**config.mk**
```make
export PLATFORM = sky130hd
export DESIGN_NAME = delaunay_incircle_check
export DESIGN_NICKNAME = d
export VERILOG_FILES = /design/src/design/dic_pkg.sv /design/src/design/dic_sequencer.sv /design/src/design/dic_datapath.sv /design/src/design/delaunay_incircle_check.sv
export SDC_FILE = /design/constraint.sdc
export NUM_CORES = 2
export LEC_CHECK = 0
export BUFFER_PORTS_ARGS = -buffer_cell sky130_fd_sc_hd__buf_2
export CAP_MARGIN = 10
export CORE_MARGIN = 4
export CORE_UTILIZATION = 61
export CTS_BUF_LIST = sky130_fd_sc_hd__clkbuf_4 sky130_fd_sc_hd__clkbuf_8
export CTS_CLUSTER_SIZE = 40
export DETAILED_ROUTE_END_ITERATION = 6
export PLACE_DENSITY = 0.77
export SKIP_CTS_REPAIR_TIMING = 1
export SYNTH_ARGS = -nofsm -noshare
export SYNTH_HDL_FRONTEND = slang
export SYNTH_SLANG_ARGS = --single-unit
```
**constraint.sdc**
```tcl
create_clock -name i_clk -period 26.6 [get_ports i_clk]
set_clock_uncertainty 0.05 [all_clocks]
set_input_delay 1.33 -clock i_clk [delete_from_list [all_inputs] [get_ports i_clk]]
set_output_delay 1.33 -clock i_clk [all_outputs]
set_load 0.005 [all_outputs]
```
**src/design/dic_pkg.sv**
```systemverilog
// shared types, codes and control word layout for the in-circle checker
package dic_pkg;

    localparam int NUM_CFG_REGS = 6;
    localparam int CFG_IDX_BITS = 3;
    localparam int STEP_BITS    = 5;

    localparam logic [CFG_IDX_BITS-1:0] REG_VERTEX_A_X = 3'd0;
    localparam logic [CFG_IDX_BITS-1:0] REG_VERTEX_A_Y = 3'd1;
    localparam logic [CFG_IDX_BITS-1:0] REG_VERTEX_B_X = 3'd2;
    localparam logic [CFG_IDX_BITS-1:0] REG_VERTEX_B_Y = 3'd3;
    localparam logic [CFG_IDX_BITS-1:0] REG_VERTEX_C_X = 3'd4;
    localparam logic [CFG_IDX_BITS-1:0] REG_VERTEX_C_Y = 3'd5;

    typedef enum logic [4:0] {
        SRC_X0, SRC_X1, SRC_X2,
        SRC_Y0, SRC_Y1, SRC_Y2,
        SRC_SL0, SRC_SL1, SRC_SL2,
        SRC_SH0, SRC_SH1, SRC_SH2,
        SRC_CL0, SRC_CL1, SRC_CL2,
        SRC_CH0, SRC_CH1, SRC_CH2
    } t_src;

    typedef enum logic [1:0] {
        ACC_NONE,
        ACC_LOAD,
        ACC_ADD,
        ACC_SUB
    } t_acc_op;

    typedef enum logic [1:0] {
        SH_0,
        SH_L,
        SH_2L
    } t_shift;

    typedef enum logic [2:0] {
        DST_NONE,
        DST_S0, DST_S1, DST_S2,
        DST_C0, DST_C1, DST_C2
    } t_dst;

    typedef enum logic [1:0] {
        CND_NEXT,
        CND_WAIT_IN,
        CND_WAIT_OUT,
        CND_JUMP
    } t_cond;

    typedef struct packed {
        t_src                 src_a;
        t_src                 src_b;
        t_acc_op              acc_op;
        t_shift               acc_shift;
        t_dst                 dst;
        t_cond                cond;
        logic [STEP_BITS-1:0] target;
    } t_ctrl;

    typedef struct packed {
        logic in_valid;
        logic out_free;
    } t_seq_status;

    typedef struct packed {
        logic idle;
        logic eval;
    } t_seq_flags;

endpackage

```
**src/design/dic_sequencer.sv**
```systemverilog
// microprogram rom, step counter and jump logic
module dic_sequencer (
    input  logic                 i_clk,
    input  logic                 i_rst_n,
    input  dic_pkg::t_seq_status i_status,
    output dic_pkg::t_ctrl       o_ctrl,
    output dic_pkg::t_seq_flags  o_flags
);
    import dic_pkg::*;

    logic [STEP_BITS-1:0] r_step;
    logic [STEP_BITS-1:0] n_step;
    t_ctrl                ctrl;

    function automatic t_ctrl mk(t_src a, t_src b, t_acc_op op, t_shift sh, t_dst dst,
                                 t_cond cond, logic [STEP_BITS-1:0] tgt);
        t_ctrl w;
        w.src_a     = a;
        w.src_b     = b;
        w.acc_op    = op;
        w.acc_shift = sh;
        w.dst       = dst;
        w.cond      = cond;
        w.target    = tgt;
        return w;
    endfunction

    function automatic t_ctrl rom(logic [STEP_BITS-1:0] step);
        t_ctrl w;
        case (step)
            // wait for a point, latch the differences
            5'd0:  w = mk(SRC_X0, SRC_X0, ACC_NONE, SH_0, DST_NONE, CND_WAIT_IN, 5'd1);
            // squared distances
            5'd1:  w = mk(SRC_X0, SRC_X0, ACC_NONE, SH_0, DST_NONE, CND_NEXT, 5'd0);
            5'd2:  w = mk(SRC_Y0, SRC_Y0, ACC_LOAD, SH_0, DST_NONE, CND_NEXT, 5'd0);
            5'd3:  w = mk(SRC_X1, SRC_X1, ACC_ADD,  SH_0, DST_NONE, CND_NEXT, 5'd0);
            5'd4:  w = mk(SRC_Y1, SRC_Y1, ACC_LOAD, SH_0, DST_S0,   CND_NEXT, 5'd0);
            5'd5:  w = mk(SRC_X2, SRC_X2, ACC_ADD,  SH_0, DST_NONE, CND_NEXT, 5'd0);
            5'd6:  w = mk(SRC_Y2, SRC_Y2, ACC_LOAD, SH_0, DST_S1,   CND_NEXT, 5'd0);
            // 2x2 minors
            5'd7:  w = mk(SRC_X1, SRC_Y2, ACC_ADD,  SH_0, DST_NONE, CND_NEXT, 5'd0);
            5'd8:  w = mk(SRC_X2, SRC_Y1, ACC_LOAD, SH_0, DST_S2,   CND_NEXT, 5'd0);
            5'd9:  w = mk(SRC_X0, SRC_Y2, ACC_SUB,  SH_0, DST_NONE, CND_NEXT, 5'd0);
            5'd10: w = mk(SRC_X2, SRC_Y0, ACC_LOAD, SH_0, DST_C0,   CND_NEXT, 5'd0);
            5'd11: w = mk(SRC_X0, SRC_Y1, ACC_SUB,  SH_0, DST_NONE, CND_NEXT, 5'd0);
            5'd12: w = mk(SRC_X1, SRC_Y0, ACC_LOAD, SH_0, DST_C1,   CND_NEXT, 5'd0);
            5'd13: w = mk(SRC_SL0, SRC_CL0, ACC_SUB, SH_0, DST_NONE, CND_NEXT, 5'd0);
            // determinant from split partial products
            5'd14: w = mk(SRC_SL0, SRC_CH0, ACC_LOAD, SH_0,  DST_C2,   CND_NEXT, 5'd0);
            5'd15: w = mk(SRC_SH0, SRC_CL0, ACC_ADD,  SH_L,  DST_NONE, CND_NEXT, 5'd0);
            5'd16: w = mk(SRC_SH0, SRC_CH0, ACC_ADD,  SH_L,  DST_NONE, CND_NEXT, 5'd0);
            5'd17: w = mk(SRC_SL1, SRC_CL1, ACC_ADD,  SH_2L, DST_NONE, CND_NEXT, 5'd0);
            5'd18: w = mk(SRC_SL1, SRC_CH1, ACC_SUB,  SH_0,  DST_NONE, CND_NEXT, 5'd0);
            5'd19: w = mk(SRC_SH1, SRC_CL1, ACC_SUB,  SH_L,  DST_NONE, CND_NEXT, 5'd0);
            5'd20: w = mk(SRC_SH1, SRC_CH1, ACC_SUB,  SH_L,  DST_NONE, CND_NEXT, 5'd0);
            5'd21: w = mk(SRC_SL2, SRC_CL2, ACC_SUB,  SH_2L, DST_NONE, CND_NEXT, 5'd0);
            5'd22: w = mk(SRC_SL2, SRC_CH2, ACC_ADD,  SH_0,  DST_NONE, CND_NEXT, 5'd0);
            5'd23: w = mk(SRC_SH2, SRC_CL2, ACC_ADD,  SH_L,  DST_NONE, CND_NEXT, 5'd0);
            5'd24: w = mk(SRC_SH2, SRC_CH2, ACC_ADD,  SH_L,  DST_NONE, CND_NEXT, 5'd0);
            5'd25: w = mk(SRC_X0,  SRC_X0,  ACC_ADD,  SH_2L, DST_NONE, CND_NEXT, 5'd0);
            // sign test and result write
            5'd26: w = mk(SRC_X0, SRC_X0, ACC_NONE, SH_0, DST_NONE, CND_WAIT_OUT, 5'd0);
            default: w = mk(SRC_X0, SRC_X0, ACC_NONE, SH_0, DST_NONE, CND_JUMP, 5'd0);
        endcase
        return w;
    endfunction

    assign ctrl = rom(r_step);

    always_comb begin
        case (ctrl.cond)
            CND_NEXT:     n_step = r_step + 1'b1;
            CND_WAIT_IN:  n_step = i_status.in_valid ? ctrl.target : r_step;
            CND_WAIT_OUT: n_step = i_status.out_free ? ctrl.target : r_step;
            CND_JUMP:     n_step = ctrl.target;
            default:      n_step = ctrl.target;
        endcase
    end

    always_ff @(posedge i_clk) begin
        if (!i_rst_n) begin
            r_step <= '0;
        end else begin
            r_step <= n_step;
        end
    end

    assign o_ctrl       = ctrl;
    assign o_flags.idle = (ctrl.cond == CND_WAIT_IN);
    assign o_flags.eval = (ctrl.cond == CND_WAIT_OUT) && i_status.out_free;

endmodule

```
**src/design/dic_datapath.sv**
```systemverilog
// difference registers, shared multiplier, accumulator and partial result stores
module dic_datapath #(
    parameter int COORD_BITS = 16
) (
    input  logic                         i_clk,
    input  dic_pkg::t_ctrl               i_ctrl,
    input  logic                         i_load,
    input  logic signed [COORD_BITS-1:0] i_point_x,
    input  logic signed [COORD_BITS-1:0] i_point_y,
    input  logic signed [COORD_BITS-1:0] i_vertex [dic_pkg::NUM_CFG_REGS],
    output logic                         o_not_inside
);
    import dic_pkg::*;

    localparam int DW   = COORD_BITS + 1;       // coordinate difference
    localparam int LW   = COORD_BITS + 2;       // low split of a stored value
    localparam int MW   = LW + 1;               // multiplier operand
    localparam int SW   = 2 * COORD_BITS + 3;   // squared distance or minor
    localparam int HW   = SW - LW;              // high split of a stored value
    localparam int PW   = 2 * MW;               // product
    localparam int AW   = 4 * COORD_BITS + 10;  // accumulator
    localparam int DEXT = MW - DW;
    localparam int HEXT = MW - HW;
    localparam int PEXT = AW - PW;
    localparam int SH1  = LW;
    localparam int SH2  = 2 * LW;

    logic signed [DW-1:0] r_x0, r_x1, r_x2, r_y0, r_y1, r_y2;
    logic signed [SW-1:0] r_s0, r_s1, r_s2, r_c0, r_c1, r_c2;
    logic signed [PW-1:0] r_prod;
    logic signed [AW-1:0] r_acc;
    logic signed [AW-1:0] n_acc;
    logic signed [MW-1:0] op_a, op_b;
    logic signed [AW-1:0] prod_ext, addend;

    function automatic logic signed [MW-1:0] ext_d(logic signed [DW-1:0] v);
        return {{DEXT{v[DW-1]}}, v};
    endfunction

    function automatic logic signed [MW-1:0] lo_part(logic signed [SW-1:0] v);
        return {1'b0, v[LW-1:0]};
    endfunction

    function automatic logic signed [MW-1:0] hi_part(logic signed [SW-1:0] v);
        return {{HEXT{v[SW-1]}}, v[SW-1:LW]};
    endfunction

    function automatic logic signed [MW-1:0] pick(
        t_src sel,
        logic signed [DW-1:0] x0, logic signed [DW-1:0] x1, logic signed [DW-1:0] x2,
        logic signed [DW-1:0] y0, logic signed [DW-1:0] y1, logic signed [DW-1:0] y2,
        logic signed [SW-1:0] s0, logic signed [SW-1:0] s1, logic signed [SW-1:0] s2,
        logic signed [SW-1:0] c0, logic signed [SW-1:0] c1, logic signed [SW-1:0] c2);
        logic signed [MW-1:0] v;
        case (sel)
            SRC_X0:  v = ext_d(x0);
            SRC_X1:  v = ext_d(x1);
            SRC_X2:  v = ext_d(x2);
            SRC_Y0:  v = ext_d(y0);
            SRC_Y1:  v = ext_d(y1);
            SRC_Y2:  v = ext_d(y2);
            SRC_SL0: v = lo_part(s0);
            SRC_SL1: v = lo_part(s1);
            SRC_SL2: v = lo_part(s2);
            SRC_SH0: v = hi_part(s0);
            SRC_SH1: v = hi_part(s1);
            SRC_SH2: v = hi_part(s2);
            SRC_CL0: v = lo_part(c0);
            SRC_CL1: v = lo_part(c1);
            SRC_CL2: v = lo_part(c2);
            SRC_CH0: v = hi_part(c0);
            SRC_CH1: v = hi_part(c1);
            SRC_CH2: v = hi_part(c2);
            default: v = '0;
        endcase
        return v;
    endfunction

    assign op_a = pick(i_ctrl.src_a, r_x0, r_x1, r_x2, r_y0, r_y1, r_y2,
                       r_s0, r_s1, r_s2, r_c0, r_c1, r_c2);
    assign op_b = pick(i_ctrl.src_b, r_x0, r_x1, r_x2, r_y0, r_y1, r_y2,
                       r_s0, r_s1, r_s2, r_c0, r_c1, r_c2);

    assign prod_ext = {{PEXT{r_prod[PW-1]}}, r_prod};

    always_comb begin
        case (i_ctrl.acc_shift)
            SH_0:    addend = prod_ext;
            SH_L:    addend = prod_ext <<< SH1;
            SH_2L:   addend = prod_ext <<< SH2;
            default: addend = prod_ext;
        endcase
    end

    always_comb begin
        case (i_ctrl.acc_op)
            ACC_NONE: n_acc = r_acc;
            ACC_LOAD: n_acc = addend;
            ACC_ADD:  n_acc = r_acc + addend;
            ACC_SUB:  n_acc = r_acc - addend;
            default:  n_acc = r_acc;
        endcase
    end

    // point differences, one x word and one y word per vertex
    always_ff @(posedge i_clk) begin
        if (i_load) begin
            r_x0 <= DW'(i_vertex[0]) - DW'(i_point_x);
            r_y0 <= DW'(i_vertex[1]) - DW'(i_point_y);
            r_x1 <= DW'(i_vertex[2]) - DW'(i_point_x);
            r_y1 <= DW'(i_vertex[3]) - DW'(i_point_y);
            r_x2 <= DW'(i_vertex[4]) - DW'(i_point_x);
            r_y2 <= DW'(i_vertex[5]) - DW'(i_point_y);
        end
    end

    always_ff @(posedge i_clk) begin
        r_prod <= op_a * op_b;
        r_acc  <= n_acc;
    end

    always_ff @(posedge i_clk) begin
        case (i_ctrl.dst)
            DST_S0:  r_s0 <= r_acc[SW-1:0];
            DST_S1:  r_s1 <= r_acc[SW-1:0];
            DST_S2:  r_s2 <= r_acc[SW-1:0];
            DST_C0:  r_c0 <= r_acc[SW-1:0];
            DST_C1:  r_c1 <= r_acc[SW-1:0];
            DST_C2:  r_c2 <= r_acc[SW-1:0];
            default: ;
        endcase
    end

    assign o_not_inside = r_acc[AW-1] || (r_acc == '0);

endmodule

```
**src/design/delaunay_incircle_check.sv**
```systemverilog
// top level of the in-circle checker: config registers, verdict and result register
//
//  channel   signals                                         direction
//  point     i_in_valid o_in_stall i_point_x i_point_y       in
//            i_set_end
//  result    o_out_valid i_out_stall o_not_inside            out
//            o_verdict_so_far o_verdict_final
//  config    i_cfg_wr_en i_cfg_index i_cfg_wr_data           in
//
//  a point passes through the accept step, 25 microcode steps that share one
//  multiplier and one accumulator, and the result step
//  the result register holds a finished transaction while the next point is taken
//  reset clears the step counter, the verdict (to one), the result valid and the vertices
//  a stalled result holds the sequencer in its result step until the slot frees
module delaunay_incircle_check #(
    parameter int COORD_BITS = 16
) (
    input  logic                               i_clk,
    input  logic                               i_rst_n,
    input  logic                               i_cfg_wr_en,
    input  logic [dic_pkg::CFG_IDX_BITS-1:0]   i_cfg_index,
    input  logic [COORD_BITS-1:0]              i_cfg_wr_data,
    input  logic                               i_in_valid,
    output logic                               o_in_stall,
    input  logic signed [COORD_BITS-1:0]       i_point_x,
    input  logic signed [COORD_BITS-1:0]       i_point_y,
    input  logic                               i_set_end,
    output logic                               o_out_valid,
    input  logic                               i_out_stall,
    output logic                               o_not_inside,
    output logic                               o_verdict_so_far,
    output logic                               o_verdict_final
);
    import dic_pkg::*;

    logic signed [COORD_BITS-1:0] r_vertex [NUM_CFG_REGS];
    logic        r_set_end;
    logic        r_verdict;
    logic        r_out_valid;
    logic        r_not_inside;
    logic        r_so_far;
    logic        r_final;
    logic        n_verdict;
    logic        accept;
    logic        not_inside;
    t_ctrl       ctrl;
    t_seq_status status;
    t_seq_flags  flags;

    assign status.in_valid = i_in_valid;
    assign status.out_free = !r_out_valid || !i_out_stall;

    dic_sequencer u_seq (
        .i_clk    (i_clk),
        .i_rst_n  (i_rst_n),
        .i_status (status),
        .o_ctrl   (ctrl),
        .o_flags  (flags)
    );

    assign o_in_stall = !flags.idle || !i_rst_n;
    assign accept     = i_in_valid && !o_in_stall;

    dic_datapath #(
        .COORD_BITS (COORD_BITS)
    ) u_dp (
        .i_clk        (i_clk),
        .i_ctrl       (ctrl),
        .i_load       (accept),
        .i_point_x    (i_point_x),
        .i_point_y    (i_point_y),
        .i_vertex     (r_vertex),
        .o_not_inside (not_inside)
    );

    always_ff @(posedge i_clk) begin
        if (!i_rst_n) begin
            for (int i = 0; i < NUM_CFG_REGS; i++) begin
                r_vertex[i] <= '0;
            end
        end else if (i_cfg_wr_en) begin
            case (i_cfg_index)
                REG_VERTEX_A_X: r_vertex[0] <= i_cfg_wr_data;
                REG_VERTEX_A_Y: r_vertex[1] <= i_cfg_wr_data;
                REG_VERTEX_B_X: r_vertex[2] <= i_cfg_wr_data;
                REG_VERTEX_B_Y: r_vertex[3] <= i_cfg_wr_data;
                REG_VERTEX_C_X: r_vertex[4] <= i_cfg_wr_data;
                REG_VERTEX_C_Y: r_vertex[5] <= i_cfg_wr_data;
                default: ;
            endcase
        end
    end

    always_ff @(posedge i_clk) begin
        if (accept) begin
            r_set_end <= i_set_end;
        end
    end

    assign n_verdict = r_verdict && not_inside;

    always_ff @(posedge i_clk) begin
        if (!i_rst_n) begin
            r_verdict   <= 1'b1;
            r_out_valid <= 1'b0;
        end else if (flags.eval) begin
            r_verdict   <= r_set_end ? 1'b1 : n_verdict;
            r_out_valid <= 1'b1;
        end else if (!i_out_stall) begin
            r_out_valid <= 1'b0;
        end
    end

    always_ff @(posedge i_clk) begin
        if (flags.eval) begin
            r_not_inside <= not_inside;
            r_so_far     <= n_verdict;
            r_final      <= r_set_end;
        end
    end

    assign o_out_valid      = r_out_valid;
    assign o_not_inside     = r_not_inside;
    assign o_verdict_so_far = r_so_far;
    assign o_verdict_final  = r_final;

endmodule

```
==> run metrics <==
Worst Hold End o_verdict_final; routability congestion estimate from global placement about 1.1; initial antenna violation count 3; Mean Syn Cell Area 9.40 um^2; global-route wire length before repair between 200 and 250 mm; Hold Crit Depth 0; GRT Total Usage 36.9%; routed wire length around 150 mm; failing checks DRC; via count slightly below 40000; fmax a little under 100 MHz; nets 5666; Congestion Overflow GR 0; largest net degree at the start of global routing 100; Setup TNS 0 ps; number of I/O pins 62; row count 100; vias in the first global route around 39000; Cells after Synth 4911; WL per Instance about 25 um; critical path endpoint category flip-flop; Routed Antenna Nets 0; CTS tree done; total of max-cap violations 0; Root Driver clkbuf_8; clock transition at the registers of the reported paths 70 ps; crit path time final around 10000 ps; fin crit share roughly two fifths; worst r2r src u_seq.o_ctrl[17]; Worst Tran Pin Value 1280 ps; Post-synth EDFFs between 300 and 400; Sinks on Clock Net 550; htree depth 3; IO Port Bufs 61; first-pass iteration count of the detailed router 7; hold crit path type flip-flop to flip-flop; # DRC ~70; final hold viol count 0; syn_nets 5638; Longest Clk Path Bufs 3; mapped cell area about 46000 um^2; relative slew slack 14.4%; worst endpoint required time approximately 27000 ps; Area growth syn-to-layout 7.68%; unrepaired setup endpoints after global routing false; Worst Path Arrival 10920 ps; status complete, but fails checks; post-synthesis sequential area ratio 32.3%; CP Max Fanout 16; most used cell, CP fa_1; worst skew pair latency 740 ps; Vias/cell 6.62; die width ~280 um; Setup crit start kind flip-flop; DP Wirelength ~110 mm; Initial Utilization between 60% and 70%; hold_sp r_set_end; final setup fails 0; most common cell after layout, fill and taps aside nand2_1; R2R Setup Slk around 16000 ps; Synth Flop Type edfxtp_1; Slew Viols, Final 0; Yosys cell types 90; Fillers between 5000 and 6000; CTS buffer count 94; ys async rst share 0%; CP max stage delay 900 ps; Die Span Y ~280 um; Iteration-0 DRC Markers 5640; Seq cells post-synth 550; FF-to-FF path depth 30; Core Area 74700 um^2; Slowest-stage cell, CP nor2_1; YS warnings 0; worst setup path class flip-flop to flip-flop; total die area between 80000 and 90000 um^2; Worst R2R End u_dp.r_prod[33]; commonest cells after routing, fill and taps aside 609 x nand2_1, 526 x inv_1, 404 x nor2_1; ratio of cells with drive above 1 in the final layout under 10%
==> worst max-delay path: cells and delay by family, from the launching register on <==
| family | cells | cell delay, ps |
|---|---|---|
| DFF | 1 | 520 |
| AOI/OAI and AO/OA | 9 | 2570 |
| buffers and inverters | 6 | 640 |
| adders and majority gates | 8 | 4000 |
| and+or+nand+nor | 7 | 2430 |
==> sequential cells by signal (all words and copies together) (netlist names) <==
signal and count:
r_vertex 96, u_dp.r_acc 74, u_dp.r_prod 38, u_dp.r_c0 35, u_dp.r_c1 35, u_dp.r_c2 35, u_dp.r_s0 35, u_dp.r_s1 35
u_dp.r_s2 35, u_seq.o_ctrl 19, u_dp.r_x0 17, u_dp.r_x1 17, u_dp.r_x2 17, u_dp.r_y0 17, u_dp.r_y1 17, u_dp.r_y2 17
u_seq.r_step 5, o_not_inside 1, o_out_valid 1, o_verdict_final 1, o_verdict_so_far 1, r_set_end 1, r_verdict 1
==> synth_stat cells (all sizes together) (12+ instances only) <==
master	count	share of area (%)
a211oi	24	0.40
nand4	56	0.76
nand2b	53	0.72
buf	29	0.33
or2	26	0.35
xnor2	145	2.8
o31ai	21	0.34
and2	32	0.43
a31oi	31	0.42
a21o	58	0.94
o21bai	25	0.41
nor3	85	0.95
fa	376	16
inv	527	4.3
o21ai	208	2.3
clkbuf	175	1.4
ha	294	8.0
nor4	31	0.42
and3	34	0.46
a22o	54	1.0
a21boi	117	1.9
nand3	79	0.86
xor2	85	1.6
nor2	407	3.3
o21a	26	0.42
nor2b	60	0.81
dfxtp	160	6.9
a221oi	68	1.3
or3	17	0.23
a21oi	224	2.4
a22oi	209	3.4
mux2	15	0.37
nand2	609	5.0
o41ai	12	0.23
edfxtp	390	25
==> per-layer routing <==
layer | routed length (um) | vias to the layer above | GRT usage, %
met1 | 57900 | 19000 | 50.2
met4 | 8810 | 0 | 17.7
met5 | 0 | - | 0
met2 | 63500 | 2835 | 54.3
met3 | 20800 | 599 | 11.0
li1 | - | 17200 | -
==> layout make-up <==
cell class / count / area, um^2 / share of cell area (%)
diodes: 1 / 2.50 / 0.00504
clock buffers: 117 / 1500 / 3.03
clock inverters: 61 / 598 / 1.20
inverters: 528 / 1980 / 3.99
multi-input cells: 3629 / 28600 / 57.6
flip-flops and latches: 550 / 14900 / 30.0
well taps: 969 / 1210 / 2.44
repair buffers: 136 / 868 / 1.75
==> logic make-up after synthesis <==
kind of cell	after synthesis	synth area share, %
xor gates and xnor gates	230	4.36
buffers and inverters	732	6.05
and+or+nand+nor	1532	15.1
AOI/OAI and AO/OA	1175	17.4
DFF	550	32.3
muxes	22	0.526
adders and majority gates	670	24.3
==> worst max path at each step <==
stage,startpoint,endpoint,cells past startpoint
global route,u_seq.o_ctrl[18],u_dp.r_prod[37],30
global placement,u_seq.o_ctrl[18],u_dp.r_prod[37],30
CTS,u_seq.o_ctrl[18],u_dp.r_prod[37],30
floorplan,u_seq.o_ctrl[14],u_dp.r_prod[37],33
detailed placement,u_seq.o_ctrl[18],u_dp.r_prod[37],30
finish,u_seq.o_ctrl[17],u_dp.r_prod[33],30
==> metrics by stage <==
stage | utilization, % | hold WS [ps] | std cells | instance area [um^2] | worst slack (ps)
floorplan | - | 376 | 4911 | 46200 | 17800
global placement | 63.7 | 387 | 5812 | 47600 | 17100
detailed placement | 63.7 | 395 | 5812 | 47600 | 16710
CTS | 66.5 | 411 | 5990 | 49700 | 16670
global route | 66.5 | 418 | 5991 | 49700 | 16050
finish | 66.5 | 406 | 5991 | 49700 | 16280
Power is left out: the tool's default activity adds up to more than one toggle a clock period on the data nets, which glitch-free logic cannot reach.
